[config.mk]
export PLATFORM = sky130hd
export DESIGN_NAME = markup_tag_balance_checker_unit_flat
export DESIGN_NICKNAME = d
export VERILOG_FILES = /design/src/rtl/mtbc_pkg.sv /design/src/rtl/mtbc_intf.sv /design/src/rtl/markup_tag_balance_checker_unit.sv /design/src/rtl/mtbc_ram.sv /design/src/rtl/mtbc_ctrl.sv /design/src/flat_wrapper.sv
export SDC_FILE = /design/constraint.sdc
export NUM_CORES = 2
export LEC_CHECK = 0
export CORE_MARGIN = 5
export CORE_UTILIZATION = 31
export DETAILED_ROUTE_END_ITERATION = 12
export DONT_BUFFER_PORTS = 1
export PLACE_DENSITY = 0.49
export SYNTH_ARGS = -nofsm -noshare
export SYNTH_HDL_FRONTEND = slang
export SYNTH_SLANG_ARGS = --single-unit
[constraint.sdc]
create_clock -name clk -period 10.4 [get_ports clk]
set_input_delay 0.52 -clock clk [delete_from_list [all_inputs] [get_ports clk]]
set_output_delay 0.52 -clock clk [all_outputs]
set_load 0.01 [all_outputs]
[src/rtl/mtbc_pkg.sv]
// ----------------------------------------------------------------------------
// mtbc_pkg
// Types and constants shared by the markup tag balance checker.
// ----------------------------------------------------------------------------
`default_nettype none

package mtbc_pkg;

  // field widths
  localparam int TAG_W   = 10;
  localparam int LINE_W  = 16;
  localparam int COL_W   = 12;
  localparam int KIND_W  = 3;
  localparam int CIDX_W  = 3;

  // register reset values
  localparam logic [TAG_W-1:0] CODE_TAG_RST  = 10'd1;
  localparam logic [TAG_W-1:0] CPP_TAG_RST   = 10'd2;
  localparam logic [TAG_W-1:0] PY_TAG_RST    = 10'd3;
  localparam logic [TAG_W-1:0] IMAGE_TAG_RST = 10'd4;
  localparam logic [TAG_W-1:0] LINK_TAG_RST  = 10'd5;

  // result kinds
  typedef enum logic [KIND_W-1:0] {
    KIND_NOT_OPEN = 3'd0,
    KIND_MISMATCH = 3'd1,
    KIND_UNCLOSED = 3'd2,
    KIND_OVERFLOW = 3'd3,
    KIND_DONE     = 3'd4
  } kind_t;

  // configuration register indexes
  typedef enum logic [CIDX_W-1:0] {
    CFG_CODE  = 3'd0,
    CFG_CPP   = 3'd1,
    CFG_PY    = 3'd2,
    CFG_IMAGE = 3'd3,
    CFG_LINK  = 3'd4
  } cfg_idx_t;

  // controller states
  typedef enum logic [1:0] {
    ST_IDLE,
    ST_DECIDE,
    ST_DRAIN,
    ST_DONE
  } state_t;

  // configured tag ids
  typedef struct packed {
    logic [TAG_W-1:0] code_tag;
    logic [TAG_W-1:0] cpp_tag;
    logic [TAG_W-1:0] py_tag;
    logic [TAG_W-1:0] image_tag;
    logic [TAG_W-1:0] link_tag;
  } cfg_t;

  // one stack entry
  typedef struct packed {
    logic [TAG_W-1:0]  tag;
    logic [LINE_W-1:0] line;
    logic [COL_W-1:0]  col;
  } entry_t;

  localparam int ENTRY_W = $bits(entry_t);

endpackage

`default_nettype wire

[src/rtl/mtbc_intf.sv]
// ----------------------------------------------------------------------------
// mtbc_intf
// Channel interfaces: tag token input, result output, configuration write.
// ----------------------------------------------------------------------------
`default_nettype none

interface mtbc_in_if;
  logic                       valid;
  logic                       ready;
  logic                       command;
  logic [mtbc_pkg::TAG_W-1:0] tag_id;
  logic                       is_closing;
  logic [mtbc_pkg::LINE_W-1:0] line_number;
  logic [mtbc_pkg::COL_W-1:0] column;

  modport source (output valid, command, tag_id, is_closing, line_number, column,
                  input ready);
  modport sink   (input valid, command, tag_id, is_closing, line_number, column,
                  output ready);
endinterface

interface mtbc_out_if;
  logic                        valid;
  logic                        ready;
  logic [mtbc_pkg::KIND_W-1:0] error_kind;
  logic [mtbc_pkg::TAG_W-1:0]  error_tag;
  logic [mtbc_pkg::TAG_W-1:0]  expected_tag;
  logic [mtbc_pkg::LINE_W-1:0] error_line;
  logic [mtbc_pkg::COL_W-1:0]  error_column;
  logic                        last;

  modport source (output valid, error_kind, error_tag, expected_tag, error_line,
                  error_column, last, input ready);
  modport sink   (input valid, error_kind, error_tag, expected_tag, error_line,
                  error_column, last, output ready);
endinterface

interface mtbc_cfg_if;
  logic                        valid;
  logic                        ready;
  logic [mtbc_pkg::CIDX_W-1:0] index;
  logic [mtbc_pkg::TAG_W-1:0]  data;

  modport source (output valid, index, data, input ready);
  modport sink   (input valid, index, data, output ready);
endinterface

`default_nettype wire

[src/rtl/markup_tag_balance_checker_unit.sv]
// ----------------------------------------------------------------------------
// markup_tag_balance_checker_unit
// Stack-based tag matcher: checks tag tokens for balance, with verbatim
// regions and void tags, and reports errors in the order they are found.
// ----------------------------------------------------------------------------
//
//   channel   dir   handshake      word
//   in_chan   in    valid/ready    command, tag_id, is_closing, line, column
//   out_chan  out   valid/ready    error_kind/tag, expected_tag, line, column, last
//   cfg_chan  in    valid/ready    register index, 10-bit tag id
//
// A tag token is accepted, then decided on the stack top read back from
// the stack RAM through its registered read port.
// An end command is accepted, then drains the stack one entry per result
// word read from the RAM, then sends the done word.
// Reset is synchronous; the stack RAM needs no clearing pass, only entries
// below the count are ever read.
// A result word waits in the output register; the controller stalls only
// when it must produce a new word while that register is still full.
// ----------------------------------------------------------------------------
`default_nettype none

module markup_tag_balance_checker_unit #(
  parameter int STACK_DEPTH = 32
) (
  input  wire logic  clk,
  input  wire logic  rst_n,
  mtbc_in_if.sink    in_chan,
  mtbc_out_if.source out_chan,
  mtbc_cfg_if.sink   cfg_chan
);

  localparam int AW = $clog2(STACK_DEPTH);

  mtbc_pkg::cfg_t cfg_r, cfg_nxt;

  logic                          ram_we, ram_re;
  logic [AW-1:0]                 ram_waddr, ram_raddr;
  logic [mtbc_pkg::ENTRY_W-1:0]  ram_wdata, ram_rdata;

  // configuration writes, always taken
  assign cfg_chan.ready = 1'b1;

  always_comb begin
    cfg_nxt = cfg_r;
    if (cfg_chan.valid) begin
      case (cfg_chan.index)
        mtbc_pkg::CFG_CODE:  cfg_nxt.code_tag  = cfg_chan.data;
        mtbc_pkg::CFG_CPP:   cfg_nxt.cpp_tag   = cfg_chan.data;
        mtbc_pkg::CFG_PY:    cfg_nxt.py_tag    = cfg_chan.data;
        mtbc_pkg::CFG_IMAGE: cfg_nxt.image_tag = cfg_chan.data;
        mtbc_pkg::CFG_LINK:  cfg_nxt.link_tag  = cfg_chan.data;
        default: ;
      endcase
    end
  end

  always_ff @(posedge clk) begin
    if (!rst_n) begin
      cfg_r.code_tag  <= mtbc_pkg::CODE_TAG_RST;
      cfg_r.cpp_tag   <= mtbc_pkg::CPP_TAG_RST;
      cfg_r.py_tag    <= mtbc_pkg::PY_TAG_RST;
      cfg_r.image_tag <= mtbc_pkg::IMAGE_TAG_RST;
      cfg_r.link_tag  <= mtbc_pkg::LINK_TAG_RST;
    end else begin
      cfg_r <= cfg_nxt;
    end
  end

  // controller
  mtbc_ctrl #(
    .STACK_DEPTH (STACK_DEPTH)
  ) u_ctrl (
    .clk       (clk),
    .rst_n     (rst_n),
    .cfg       (cfg_r),
    .in_ch     (in_chan),
    .out_ch    (out_chan),
    .ram_we    (ram_we),
    .ram_waddr (ram_waddr),
    .ram_wdata (ram_wdata),
    .ram_re    (ram_re),
    .ram_raddr (ram_raddr),
    .ram_rdata (ram_rdata)
  );

  // open-tag stack
  mtbc_ram #(
    .WIDTH (mtbc_pkg::ENTRY_W),
    .DEPTH (STACK_DEPTH)
  ) u_stack_ram (
    .clk   (clk),
    .we    (ram_we),
    .waddr (ram_waddr),
    .wdata (ram_wdata),
    .re    (ram_re),
    .raddr (ram_raddr),
    .rdata (ram_rdata)
  );

endmodule

`default_nettype wire

[src/rtl/mtbc_ram.sv]
// ----------------------------------------------------------------------------
// mtbc_ram
// Generic single-write, single-read synchronous RAM with registered read.
// ----------------------------------------------------------------------------
`default_nettype none

module mtbc_ram #(
  parameter  int WIDTH = 38,
  parameter  int DEPTH = 32,
  localparam int AW    = $clog2(DEPTH)
) (
  input  wire logic             clk,
  input  wire logic             we,
  input  wire logic [AW-1:0]    waddr,
  input  wire logic [WIDTH-1:0] wdata,
  input  wire logic             re,
  input  wire logic [AW-1:0]    raddr,
  output logic      [WIDTH-1:0] rdata
);

  logic [WIDTH-1:0] mem [DEPTH];
  logic [WIDTH-1:0] rdata_r;

  // write port
  always_ff @(posedge clk) begin
    if (we) begin
      mem[waddr] <= wdata;
    end
  end

  // registered read, held when not enabled
  always_ff @(posedge clk) begin
    if (re) begin
      rdata_r <= mem[raddr];
    end
  end

  assign rdata = rdata_r;

endmodule

`default_nettype wire

[src/rtl/mtbc_ctrl.sv]
// ----------------------------------------------------------------------------
// mtbc_ctrl
// Stack controller: reads the top entry from the stack RAM, decides push,
// pop or report, walks the stack on an end command and holds the result word.
// ----------------------------------------------------------------------------
`default_nettype none

module mtbc_ctrl #(
  parameter  int STACK_DEPTH = 32,
  localparam int AW = $clog2(STACK_DEPTH)
) (
  input  wire logic                             clk,
  input  wire logic                             rst_n,
  input  wire mtbc_pkg::cfg_t                   cfg,
  mtbc_in_if.sink                               in_ch,
  mtbc_out_if.source                            out_ch,
  output logic                                  ram_we,
  output logic [AW-1:0]                         ram_waddr,
  output logic [mtbc_pkg::ENTRY_W-1:0]          ram_wdata,
  output logic                                  ram_re,
  output logic [AW-1:0]                         ram_raddr,
  input  wire logic [mtbc_pkg::ENTRY_W-1:0]     ram_rdata
);

  localparam int CW = $clog2(STACK_DEPTH + 1);

  mtbc_pkg::state_t state_r, state_nxt;
  logic [CW-1:0]    cnt_r, cnt_nxt;
  logic             in_code_r, in_code_nxt;
  logic             in_cpp_r, in_cpp_nxt;
  logic             in_py_r, in_py_nxt;
  mtbc_pkg::entry_t tok_r, tok_nxt;
  logic             tok_close_r, tok_close_nxt;

  logic                          out_valid_r, out_valid_nxt;
  mtbc_pkg::kind_t               out_kind_r, out_kind_nxt;
  logic [mtbc_pkg::TAG_W-1:0]    out_tag_r, out_tag_nxt;
  logic [mtbc_pkg::TAG_W-1:0]    out_exp_r, out_exp_nxt;
  logic [mtbc_pkg::LINE_W-1:0]   out_line_r, out_line_nxt;
  logic [mtbc_pkg::COL_W-1:0]    out_col_r, out_col_nxt;
  logic                          out_last_r, out_last_nxt;

  mtbc_pkg::entry_t top_e;
  logic             in_acc, out_free, hide, is_img, full, empty, match;
  logic             dec_report, dec_go, last_ent;
  logic [CW-1:0]    cnt_dec, cnt_dec2;

  // decode of the current token against the stack top
  assign in_acc   = in_ch.valid && in_ch.ready;
  assign top_e    = mtbc_pkg::entry_t'(ram_rdata);
  assign out_free = !out_valid_r || out_ch.ready;
  assign cnt_dec  = cnt_r - CW'(1);
  assign cnt_dec2 = cnt_r - CW'(2);
  assign full     = (cnt_r == CW'(STACK_DEPTH));
  assign empty    = (cnt_r == '0);
  assign last_ent = (cnt_r == CW'(1));
  assign match    = (top_e.tag == tok_r.tag);
  assign is_img   = (tok_r.tag == cfg.image_tag) || (tok_r.tag == cfg.link_tag);
  assign hide     = (in_cpp_r && (tok_r.tag != cfg.cpp_tag)) ||
                    (in_code_r && (tok_r.tag != cfg.code_tag)) ||
                    (in_py_r && (tok_r.tag != cfg.py_tag));
  assign dec_report = !hide && (tok_close_r ? (empty || !match) : (!is_img && full));
  assign dec_go     = !dec_report || out_free;

  // next state
  always_comb begin
    state_nxt = state_r;
    case (state_r)
      mtbc_pkg::ST_IDLE: begin
        if (in_acc) begin
          if (in_ch.command) begin
            state_nxt = empty ? mtbc_pkg::ST_DONE : mtbc_pkg::ST_DRAIN;
          end else begin
            state_nxt = mtbc_pkg::ST_DECIDE;
          end
        end
      end
      mtbc_pkg::ST_DECIDE: begin
        if (dec_go) begin
          state_nxt = mtbc_pkg::ST_IDLE;
        end
      end
      mtbc_pkg::ST_DRAIN: begin
        if (out_free && last_ent) begin
          state_nxt = mtbc_pkg::ST_DONE;
        end
      end
      mtbc_pkg::ST_DONE: begin
        if (out_free) begin
          state_nxt = mtbc_pkg::ST_IDLE;
        end
      end
      default: state_nxt = mtbc_pkg::ST_IDLE;
    endcase
  end

  // datapath, RAM access and result word
  always_comb begin
    cnt_nxt       = cnt_r;
    in_code_nxt   = in_code_r;
    in_cpp_nxt    = in_cpp_r;
    in_py_nxt     = in_py_r;
    tok_nxt       = tok_r;
    tok_close_nxt = tok_close_r;
    out_valid_nxt = out_valid_r && !out_ch.ready;
    out_kind_nxt  = out_kind_r;
    out_tag_nxt   = out_tag_r;
    out_exp_nxt   = out_exp_r;
    out_line_nxt  = out_line_r;
    out_col_nxt   = out_col_r;
    out_last_nxt  = out_last_r;
    ram_we        = 1'b0;
    ram_waddr     = cnt_r[AW-1:0];
    ram_wdata     = tok_r;
    ram_re        = 1'b0;
    ram_raddr     = cnt_dec[AW-1:0];
    in_ch.ready   = (state_r == mtbc_pkg::ST_IDLE);
    case (state_r)
      mtbc_pkg::ST_IDLE: begin
        // capture the token and fetch the stack top
        if (in_acc) begin
          tok_nxt.tag   = in_ch.tag_id;
          tok_nxt.line  = in_ch.line_number;
          tok_nxt.col   = in_ch.column;
          tok_close_nxt = in_ch.is_closing;
          ram_re        = !empty;
        end
      end
      mtbc_pkg::ST_DECIDE: begin
        if (dec_go && !hide && !(!tok_close_r && is_img) && !(tok_close_r && empty)) begin
          if (!tok_close_r) begin
            if (full) begin
              out_valid_nxt = 1'b1;
              out_kind_nxt  = mtbc_pkg::KIND_OVERFLOW;
              out_tag_nxt   = tok_r.tag;
              out_exp_nxt   = '0;
              out_line_nxt  = tok_r.line;
              out_col_nxt   = tok_r.col;
              out_last_nxt  = 1'b1;
            end else begin
              ram_we  = 1'b1;
              cnt_nxt = cnt_r + CW'(1);
            end
          end else if (match) begin
            cnt_nxt = cnt_dec;
          end else begin
            out_valid_nxt = 1'b1;
            out_kind_nxt  = mtbc_pkg::KIND_MISMATCH;
            out_tag_nxt   = tok_r.tag;
            out_exp_nxt   = top_e.tag;
            out_line_nxt  = tok_r.line;
            out_col_nxt   = tok_r.col;
            out_last_nxt  = 1'b1;
          end
          // verbatim region toggling
          if (tok_r.tag == cfg.code_tag) begin
            in_code_nxt = !in_code_r;
          end else if (tok_r.tag == cfg.cpp_tag) begin
            in_cpp_nxt = !in_cpp_r;
          end else if (tok_r.tag == cfg.py_tag) begin
            in_py_nxt = !in_py_r;
          end
        end else if (dec_go && !hide && tok_close_r && empty) begin
          out_valid_nxt = 1'b1;
          out_kind_nxt  = mtbc_pkg::KIND_NOT_OPEN;
          out_tag_nxt   = tok_r.tag;
          out_exp_nxt   = '0;
          out_line_nxt  = tok_r.line;
          out_col_nxt   = tok_r.col;
          out_last_nxt  = 1'b1;
        end
      end
      mtbc_pkg::ST_DRAIN: begin
        // report the top entry and fetch the one below
        ram_raddr = cnt_dec2[AW-1:0];
        if (out_free) begin
          out_valid_nxt = 1'b1;
          out_kind_nxt  = mtbc_pkg::KIND_UNCLOSED;
          out_tag_nxt   = top_e.tag;
          out_exp_nxt   = '0;
          out_line_nxt  = top_e.line;
          out_col_nxt   = top_e.col;
          out_last_nxt  = 1'b0;
          cnt_nxt       = cnt_dec;
          ram_re        = !last_ent;
        end
      end
      mtbc_pkg::ST_DONE: begin
        if (out_free) begin
          out_valid_nxt = 1'b1;
          out_kind_nxt  = mtbc_pkg::KIND_DONE;
          out_tag_nxt   = '0;
          out_exp_nxt   = '0;
          out_line_nxt  = '0;
          out_col_nxt   = '0;
          out_last_nxt  = 1'b1;
          cnt_nxt       = '0;
          in_code_nxt   = 1'b0;
          in_cpp_nxt    = 1'b0;
          in_py_nxt     = 1'b0;
        end
      end
      default: ;
    endcase
  end

  // control registers
  always_ff @(posedge clk) begin
    if (!rst_n) begin
      state_r     <= mtbc_pkg::ST_IDLE;
      cnt_r       <= '0;
      in_code_r   <= 1'b0;
      in_cpp_r    <= 1'b0;
      in_py_r     <= 1'b0;
      out_valid_r <= 1'b0;
    end else begin
      state_r     <= state_nxt;
      cnt_r       <= cnt_nxt;
      in_code_r   <= in_code_nxt;
      in_cpp_r    <= in_cpp_nxt;
      in_py_r     <= in_py_nxt;
      out_valid_r <= out_valid_nxt;
    end
  end

  // payload registers
  always_ff @(posedge clk) begin
    tok_r       <= tok_nxt;
    tok_close_r <= tok_close_nxt;
    out_kind_r  <= out_kind_nxt;
    out_tag_r   <= out_tag_nxt;
    out_exp_r   <= out_exp_nxt;
    out_line_r  <= out_line_nxt;
    out_col_r   <= out_col_nxt;
    out_last_r  <= out_last_nxt;
  end

  // result word
  assign out_ch.valid        = out_valid_r;
  assign out_ch.error_kind   = out_kind_r;
  assign out_ch.error_tag    = out_tag_r;
  assign out_ch.expected_tag = out_exp_r;
  assign out_ch.error_line   = out_line_r;
  assign out_ch.error_column = out_col_r;
  assign out_ch.last         = out_last_r;

  // checks
  a_cnt_bound: assert property (@(posedge clk) disable iff (!rst_n)
    cnt_r <= CW'(STACK_DEPTH))
    else $error("stack count beyond depth");

  a_one_item: assert property (@(posedge clk) disable iff (!rst_n)
    in_acc |=> state_r != mtbc_pkg::ST_IDLE)
    else $error("second word taken while one is in work");

  a_ram_excl: assert property (@(posedge clk) disable iff (!rst_n)
    ram_we |-> !ram_re)
    else $error("stack RAM read and written together");

  a_done_clear: assert property (@(posedge clk) disable iff (!rst_n)
    (state_r == mtbc_pkg::ST_DONE) && out_free |=>
      (cnt_r == '0) && !in_code_r && !in_cpp_r && !in_py_r)
    else $error("stack or verbatim flags not cleared at end");

  a_done_last: assert property (@(posedge clk) disable iff (!rst_n)
    out_valid_r && (out_kind_r == mtbc_pkg::KIND_DONE) |-> out_last_r)
    else $error("done word without last");

endmodule

`default_nettype wire

[src/flat_wrapper.sv]
// flat-port wrapper written by rule: the top's interface ports become plain ports
module markup_tag_balance_checker_unit_flat 
#(
  parameter int STACK_DEPTH = 32
)
  (clk, rst_n, in_chan_valid, in_chan_command, in_chan_tag_id, in_chan_is_closing, in_chan_line_number, in_chan_column, in_chan_ready, out_chan_valid, out_chan_error_kind, out_chan_error_tag, out_chan_expected_tag, out_chan_error_line, out_chan_error_column, out_chan_last, out_chan_ready, cfg_chan_valid, cfg_chan_index, cfg_chan_data, cfg_chan_ready);
  mtbc_in_if in_chan_i ();
  mtbc_out_if out_chan_i ();
  mtbc_cfg_if cfg_chan_i ();
  input  wire logic clk;
  input  wire logic rst_n;
  input wire logic [$bits(in_chan_i.valid)-1:0] in_chan_valid;
  input wire logic [$bits(in_chan_i.command)-1:0] in_chan_command;
  input wire logic [$bits(in_chan_i.tag_id)-1:0] in_chan_tag_id;
  input wire logic [$bits(in_chan_i.is_closing)-1:0] in_chan_is_closing;
  input wire logic [$bits(in_chan_i.line_number)-1:0] in_chan_line_number;
  input wire logic [$bits(in_chan_i.column)-1:0] in_chan_column;
  output wire logic [$bits(in_chan_i.ready)-1:0] in_chan_ready;
  output wire logic [$bits(out_chan_i.valid)-1:0] out_chan_valid;
  output wire logic [$bits(out_chan_i.error_kind)-1:0] out_chan_error_kind;
  output wire logic [$bits(out_chan_i.error_tag)-1:0] out_chan_error_tag;
  output wire logic [$bits(out_chan_i.expected_tag)-1:0] out_chan_expected_tag;
  output wire logic [$bits(out_chan_i.error_line)-1:0] out_chan_error_line;
  output wire logic [$bits(out_chan_i.error_column)-1:0] out_chan_error_column;
  output wire logic [$bits(out_chan_i.last)-1:0] out_chan_last;
  input wire logic [$bits(out_chan_i.ready)-1:0] out_chan_ready;
  input wire logic [$bits(cfg_chan_i.valid)-1:0] cfg_chan_valid;
  input wire logic [$bits(cfg_chan_i.index)-1:0] cfg_chan_index;
  input wire logic [$bits(cfg_chan_i.data)-1:0] cfg_chan_data;
  output wire logic [$bits(cfg_chan_i.ready)-1:0] cfg_chan_ready;
  assign in_chan_i.valid = in_chan_valid;
  assign in_chan_i.command = in_chan_command;
  assign in_chan_i.tag_id = in_chan_tag_id;
  assign in_chan_i.is_closing = in_chan_is_closing;
  assign in_chan_i.line_number = in_chan_line_number;
  assign in_chan_i.column = in_chan_column;
  assign in_chan_ready = in_chan_i.ready;
  assign out_chan_valid = out_chan_i.valid;
  assign out_chan_error_kind = out_chan_i.error_kind;
  assign out_chan_error_tag = out_chan_i.error_tag;
  assign out_chan_expected_tag = out_chan_i.expected_tag;
  assign out_chan_error_line = out_chan_i.error_line;
  assign out_chan_error_column = out_chan_i.error_column;
  assign out_chan_last = out_chan_i.last;
  assign out_chan_i.ready = out_chan_ready;
  assign cfg_chan_i.valid = cfg_chan_valid;
  assign cfg_chan_i.index = cfg_chan_index;
  assign cfg_chan_i.data = cfg_chan_data;
  assign cfg_chan_ready = cfg_chan_i.ready;
  markup_tag_balance_checker_unit #(.STACK_DEPTH(STACK_DEPTH)) u_core (.clk(clk), .rst_n(rst_n), .in_chan(in_chan_i), .out_chan(out_chan_i), .cfg_chan(cfg_chan_i));
endmodule
* Word level (Yosys, flattened, before mapping)
Memory sizes are Yosys's and may differ from the RTL's. A register that Yosys moved wholly into a read port is not among the register bits.
Index checks and enable logic that the tools add are counted.
** Storage, ports and cells
- Bits in registers :: 153
- Bits in latches :: 0
- RAM bits :: 1216
- ROM bits :: 0
- Input port bits :: 58
- Word-level logic and storage cells :: 205
- Memories :: 1
** Memories
- u_core.u_stack_ram.mem :: depth 32, width 38, read ports 1, clocked after memory_dff 1, write ports 1, RTL line mtbc_ram.sv:21 : logic [WIDTH-1:0] mem [DEPTH];
** Operators by class
- Add/sub/neg operators :: 3
- Multiply operators :: 0
- Divide/modulo/power cells :: 0
- Order comparisons :: 0
- Eq/ne operators :: 35
- Shift operators :: 0
- Multiplexer cells :: 90
- Bitwise operators :: 0
- Reductions and logical operators :: 55
** Operator list (count)
- 10-bit two-way mux :: 12
- 16-bit two-way mux :: 7
- 12-bit two-way mux :: 7
- 10-bit == test :: 6
- 16-bit one-hot mux with 3 select lines :: 1
- 6-bit two-way mux :: 6
- 12-bit one-hot mux with 3 select lines :: 1
- 1-bit two-way mux :: 32
- 10-bit inequality test :: 3
- 10-bit one-hot mux with 3 select lines :: 1
- 3-bit two-way mux :: 7
- 2-bit inequality test, second input constant :: 10
- 10-bit one-hot mux with 2 select lines :: 1
- 6-bit one-hot mux with 3 select lines :: 1
- 6-bit AND reduction :: 3
- 1-bit logical AND :: 15
- 1-bit logical NOT :: 14
- 2-bit AND reduction :: 6
- 2-bit two-way mux :: 5
- 1-bit one-hot mux with 2 select lines :: 5
- 5-bit AND reduction :: 2
- 3-bit inequality test, second input constant :: 3
- 3-bit one-hot mux with 3 select lines :: 1
- 4-bit inequality test, second input constant :: 2
- 22 further kinds :: 32

* Longest topological paths before layout
- Depth in word-level cells :: 15
- Mapped depth :: 14

* By module
Synthesis repeated with hierarchy kept, for this count alone.
** Second synthesis, totals
- Cells, all modules :: 3256
- Area, all modules :: 55470.7 um2
** Modules (own cells, without submodules)
- mtbc_ram :: instances 1, cells each 2675, area each 48541.6 um2
- mtbc_ctrl :: instances 1, cells each 398, area each 5034.8 um2
- markup_tag_balance_checker_unit :: instances 1, cells each 183, area each 1894.3 um2

* Worst setup path after synthesis
No wires, ideal clock.
- Path kind :: register -> register
- Start :: register u_core.u_ctrl.tok_r (netlist bit u_core.u_ctrl.ram_wdata[37])
- End :: register u_core.u_ctrl.out_col_r (netlist bit u_core.u_ctrl.out_ch.error_column[0]), enable pin
- Setup time :: 0.505 ns
- Arrival time :: 5.509 ns
- Setup slack :: 4.386 ns
- Stages on the path, launching flop included :: 9
- Buffers on the path :: 2
- Path through :: edfxtp_1 -> buf_2 -> xnor2_1 -> nand2_1 -> or3_1 -> a221o_1 -> a211o_1 -> buf_6 -> o31ai_1
** On the way
- Cells in the longest elaborated chain, start to end :: 13
- Elaborated cells between the ends (all ways) :: 32
- Those cells by class :: 9 x eq/ne; 1 x mux; 22 x reduce/logical
** Ends and longest elaborated chain
- start, declared :: RTL line mtbc_ctrl.sv:32 : mtbc_pkg::entry_t tok_r, tok_nxt;
- start signal, assigned :: RTL line mtbc_ctrl.sv:228 : tok_r <= tok_nxt;
- 10-bit == test, or another cell as far along :: RTL line mtbc_ctrl.sv:58 : assign is_img = (tok_r.tag == cfg.image_tag) || (tok_r.tag == cfg.link_tag);
- 1-bit logical OR, or another cell as far along :: RTL line mtbc_ctrl.sv:58
- 1-bit logical NOT / 1-bit logical OR (equally long branches) :: RTL line mtbc_ctrl.sv:62, mtbc_ctrl.sv:59
- 1-bit logical AND / 1-bit logical OR (equally long branches) :: RTL line mtbc_ctrl.sv:62, mtbc_ctrl.sv:60
- 1-bit two-way mux / 1-bit logical NOT (equally long branches) :: RTL line mtbc_ctrl.sv:62, mtbc_ctrl.sv:130, mtbc_ctrl.sv:163
- 1-bit logical AND :: RTL line mtbc_ctrl.sv:62 : assign dec_report = !hide && (tok_close_r ? (empty || !match) : (!is_img && full));
- 1-bit logical NOT :: RTL line mtbc_ctrl.sv:63 : assign dec_go = !dec_report || out_free;
- 1-bit logical OR :: RTL line mtbc_ctrl.sv:63
- 1-bit logical AND :: RTL line mtbc_ctrl.sv:130, mtbc_ctrl.sv:163
- 1-bit logical AND (on tied branches) (2 in series) :: RTL line mtbc_ctrl.sv:130, mtbc_ctrl.sv:163
- 4-bit inequality test (no source line) / 3-bit inequality test (equally long branches)
- 6-bit AND reduction (no source line) (*)
- end signal, assigned :: RTL line mtbc_ctrl.sv:234 : out_col_r <= out_col_nxt;
- end, declared :: RTL line mtbc_ctrl.sv:40 : logic [mtbc_pkg::COL_W-1:0] out_col_r, out_col_nxt;
Every way passes the cells marked *; elsewhere a longest branch is shown, timed or not.
A chain may end at the register's enable or synchronous reset.

* Worst setup path after layout
- Start :: register u_core.u_ctrl.state_r[1]
- End :: register u_core.u_stack_ram.rdata_r[34], in the netlist u_core.u_stack_ram.rdata[34] (read register of u_core.u_stack_ram.mem) (data pin)
** On the way
- Cells in the longest elaborated chain, start to end :: 4
- Elaborated cells between the ends (all ways) :: 6
- Those cells by class :: 1 x eq/ne; 3 x mux; 2 x reduce/logical
** Ends and longest elaborated chain
- start, declared :: RTL line mtbc_ctrl.sv:27 : mtbc_pkg::state_t state_r, state_nxt;
- start signal, assigned :: RTL line mtbc_ctrl.sv:210 : state_r <= mtbc_pkg::ST_IDLE;
- start signal, assigned :: RTL line mtbc_ctrl.sv:217 : state_r <= state_nxt;
- 2-bit logical NOT :: RTL line mtbc_ctrl.sv:117, mtbc_ctrl.sv:118
- 1-bit logical AND :: RTL line mtbc_ctrl.sv:49 : assign in_acc = in_ch.valid && in_ch.ready;
- 1-bit two-way mux :: RTL line mtbc_ctrl.sv:121 : if (in_acc) begin
- 1-bit one-hot mux with 2 select lines :: RTL line mtbc_ctrl.sv:118 : case (state_r)
- end, declared :: RTL line mtbc_ram.sv:22 : logic [WIDTH-1:0] rdata_r;
Parallel ways exist; a longest one is shown, timed or not.

==> flow_summary.ini <==
[critical_path]
reg2reg_from = u_core.u_ctrl.state_r[1]
crit_required_ns = 10.85
arrival_ns = 6.41
critPathMaxFanout = 103
endpoint_kind = register
cp-startpoint = u_core.u_ctrl.state_r[1]
crit_path_start_kind = register
path_class = reg2reg

[floorplanning]
io_pins = 113
core_area_sq_um = 176000
die_h_microns = 429
rows = 154
die_x_microns = 429
start_util_pct = 31.1
die_area_sq_um = 184000

[global_routing]
grt_pass1_vias = 28000
antenna_found_initial = 6
grt_util_all_layers_pct = 15.6
gr-total-overflow = 0
grt_use_met3_pct = 3.16
grt_pass1_wl_mm = 208
grt_max_degree = 153
grt_busiest_layer = met2
grt_use_met1_pct = 22.0
grt_use_met2_pct = 24.8

[final_layout]
drive_above_1_share_pct = 24.1
area_growth_pct = 15.6
seq_area_sq_um = 41600
multi_input_area_sq_um = 12500
final_core_util_pct = 35.9
final_nets = 2864
fillers = 16000

[sta]
finalCriticalPeriod_ns = 5.95
slew_headroom_pct = 18.8
finalClockSkew_ns = 0.0311
finalHoldViolations = 0
slew_viol_final = 0
max_freq_ghz = 0.168
fin_tns_setup_ns = 0
tightest_slew_ns = 1.22
setup_ws_ns = 4.45
holdWs_ns = 0.0864
finalSetupViolCount = 0
layout_worst_path_cycle_share_pct = 57.2
rsz0062_at_grt = false

[place]
preCtsSetupSlack_ns = 4.31
hpwl_mm = 73.1
place_congestion = 0.774
port-buffer-count = 0

[min_path]
hp-start = cfg_chan_index[1]
min_path_type = in2reg

[synthesis]
synth-compound-area-share_pct = 2.89
synthSimpleGateAreaFrac_pct = 2.63
ys_seq_elements = 1407
synth_top_family_by_area = multiplexers
synth_most_common_cell = edfxtp_1
syn-instance-count = 2673
async_flop_share_pct = 0
synth_nets = 2740
ys_warn_count = 0
yosysTopAreaCell = edfxtp_1
synth-seq-area-share_pct = 76.4
synthMuxAreaShare_pct = 15.6
synth-edff-count = 1345
syn-cell-area_sq_um = 54500
synth_top_area_share_pct = 74.1
synth_xor_area_share_pct = 1.03
synth_fa_ha_area_share_pct = 0.207
netlist_top_cells_count = edfxtp_1, mux4_2, nand2_1
yosysUniqueCellTypes = 61
ys.flop_type = edfxtp_1
synth_area_leaders = edfxtp_1, mux4_2, dfxtp_1, mux2_2, mux2i_1
avgSynthCellArea_sq_um = 20.4

[detailed_routing]
via_per_inst = 5.10
routed-via-count = 26800
dr.pass1.iters = 5
drc = 0
wl_mm = 146
avgRoutedWirePerCell_microns = 27.8
postRouteAntennaNets = 0
drtIter0Drc = 2762

[clock_tree]
clk-insertion-delay-late_ns = 0.78
cts_buffer_depth = 3
cts_tree = done
clock_sinks = 1407
cts_max_level = 4
clk_pin_slew_ns = 0.07
numCtsBuffers = 151
cts_root_buf = clkbuf_16

[pwr]
swShare_pct = 27.7
irDropWorstVdd_v = 0.000219
power.share.clock_pct = 34.5
p_per_area_nw_per_um2 = 242
intPower_mw = 11.0
p_comb_share_pct = 20.7
leakage_nw = 20.0
seqPwrFrac_pct = 44.7
power_switching_mw = 4.23

[job]
cap_viol_max_count = 0

[status]
status = complete, no violations
[through the flow]
stage | total power [mW] | cell area (sq um) | instances
floorplan | 9.10 | 54500 | 2673
global placement | 10.1 | 57600 | 4931
detailed placement | 10.1 | 57600 | 4931
CTS | 15.5 | 63000 | 5254
global route | 15.9 | 63000 | 5255
finish | 15.3 | 63000 | 5258
[metal layers]
| layer | part of all wire, % | up-vias |
|---|---|---|
| li1 | - | 11200 |
| met5 | 0.0089 | - |
| met4 | 2.3 | 2 |
| met2 | 47 | 828 |
| met3 | 5.7 | 225 |
| met1 | 45 | 14600 |
[cells in the final DEF (no fill, tap or decap), types with 8 or more instances in the layout]
cell type,instances
dfxtp_1,62
clkbuf_1,32
nor2_4,32
mux4_2,304
nor2_1,53
o21ai_0,32
bufinv_16,14
nand4_1,13
xor2_1,26
inv_6,10
o21ai_1,14
a22o_1,38
clkbuf_16,155
clkinv_2,22
nand2_1,164
clkinv_1,29
inv_1,10
and2_1,12
edfxtp_1,1345
o211ai_1,40
ha_1,8
nand3_1,17
xnor2_1,36
a21oi_1,89
mux2i_1,78
dlygate4sd3_1,53
buf_4,62
mux2_2,76
[power groups by stage]
stage	logic [mW]	clock network (mW)	registers (mW)
after floorplan	2.27	0	6.83
after global placement	3.20	0	6.94
after detailed placement	3.20	0	6.95
after CTS	3.23	5.40	6.83
after global routing	3.43	5.65	6.85
final	3.16	5.27	6.83
[flip-flops by register name, summed over array words and instances (netlist names)]
name and count:
u_core.u_ctrl.out_ch.last 1, u_core.u_ctrl.state_r 2, u_core.u_ctrl.out_ch.error_column 12, u_core.u_stack_ram.rdata 38, u_core.cfg_r 50, u_core.u_ctrl.out_ch.error_line 16, u_core.u_ctrl.out_ch.error_tag 10, u_core.u_ctrl.cnt_r 6
u_core.u_ctrl.in_code_r 1, u_core.u_stack_ram.mem 1216, u_core.u_ctrl.tok_close_r 1, u_core.u_ctrl.out_ch.error_kind 3, u_core.u_ctrl.in_cpp_r 1, u_core.u_ctrl.in_py_r 1, u_core.u_ctrl.out_ch.valid 1, u_core.u_ctrl.out_ch.expected_tag 10
u_core.u_ctrl.ram_wdata 38
[kinds of logic (layout without fill, tap and decap cells)]
family          Yosys count  in the layout
other cells               1              5
simple gates            327            327
mux                     459            459
fa+ha+maj                 9              9
buf+inv                 161            402
xor+xnor                 64             64
compound gates          245            245
flops                  1407           1407
[timing repair]
| item | in CTS | in global routing |
|---|---|---|
| hold buffers | 53 | 0 |
| setup buffers | 0 | 0 |
| gates resized for setup | 0 | 0 |
| endpoints found under the setup margin | 0 | 0 |
| hold endpoints to repair | 96 | 0 |
[critical path, stage by stage, from the launching register on]
cell and delay, ns:
dfxtp_1 0.69, nand2b_1 0.50, inv_2 0.65, ha_4 0.75, buf_12 0.68, buf_4 0.91, mux4_2 0.60, mux2i_1 0.19
nand2_1 0.08, o211ai_1 0.14, o21ai_0 0.14
[cell type report]
class,count,area share (%)
diodes,4,0.0159
inverters,14,0.0854
clock inverters,83,1.29
repair buffers,118,1.68
well taps,2340,4.65
flip-flops and latches,1407,66.1
clock buffers,187,6.35
multi-input cells,1105,19.9
[path summary, 6_finish.rpt]
kind                            slack [ns]                            to  cells past startpoint
worst max register to register        4.45  u_core.u_stack_ram.rdata[34]                     10
worst max-delay path                  4.45  u_core.u_stack_ram.rdata[34]                     10
worst min register to register        0.47              u_core.cfg_r[22]                      2
worst min-delay path                  0.09              u_core.cfg_r[35]                      3
Note: power is estimated with default switching activity, not from simulation.
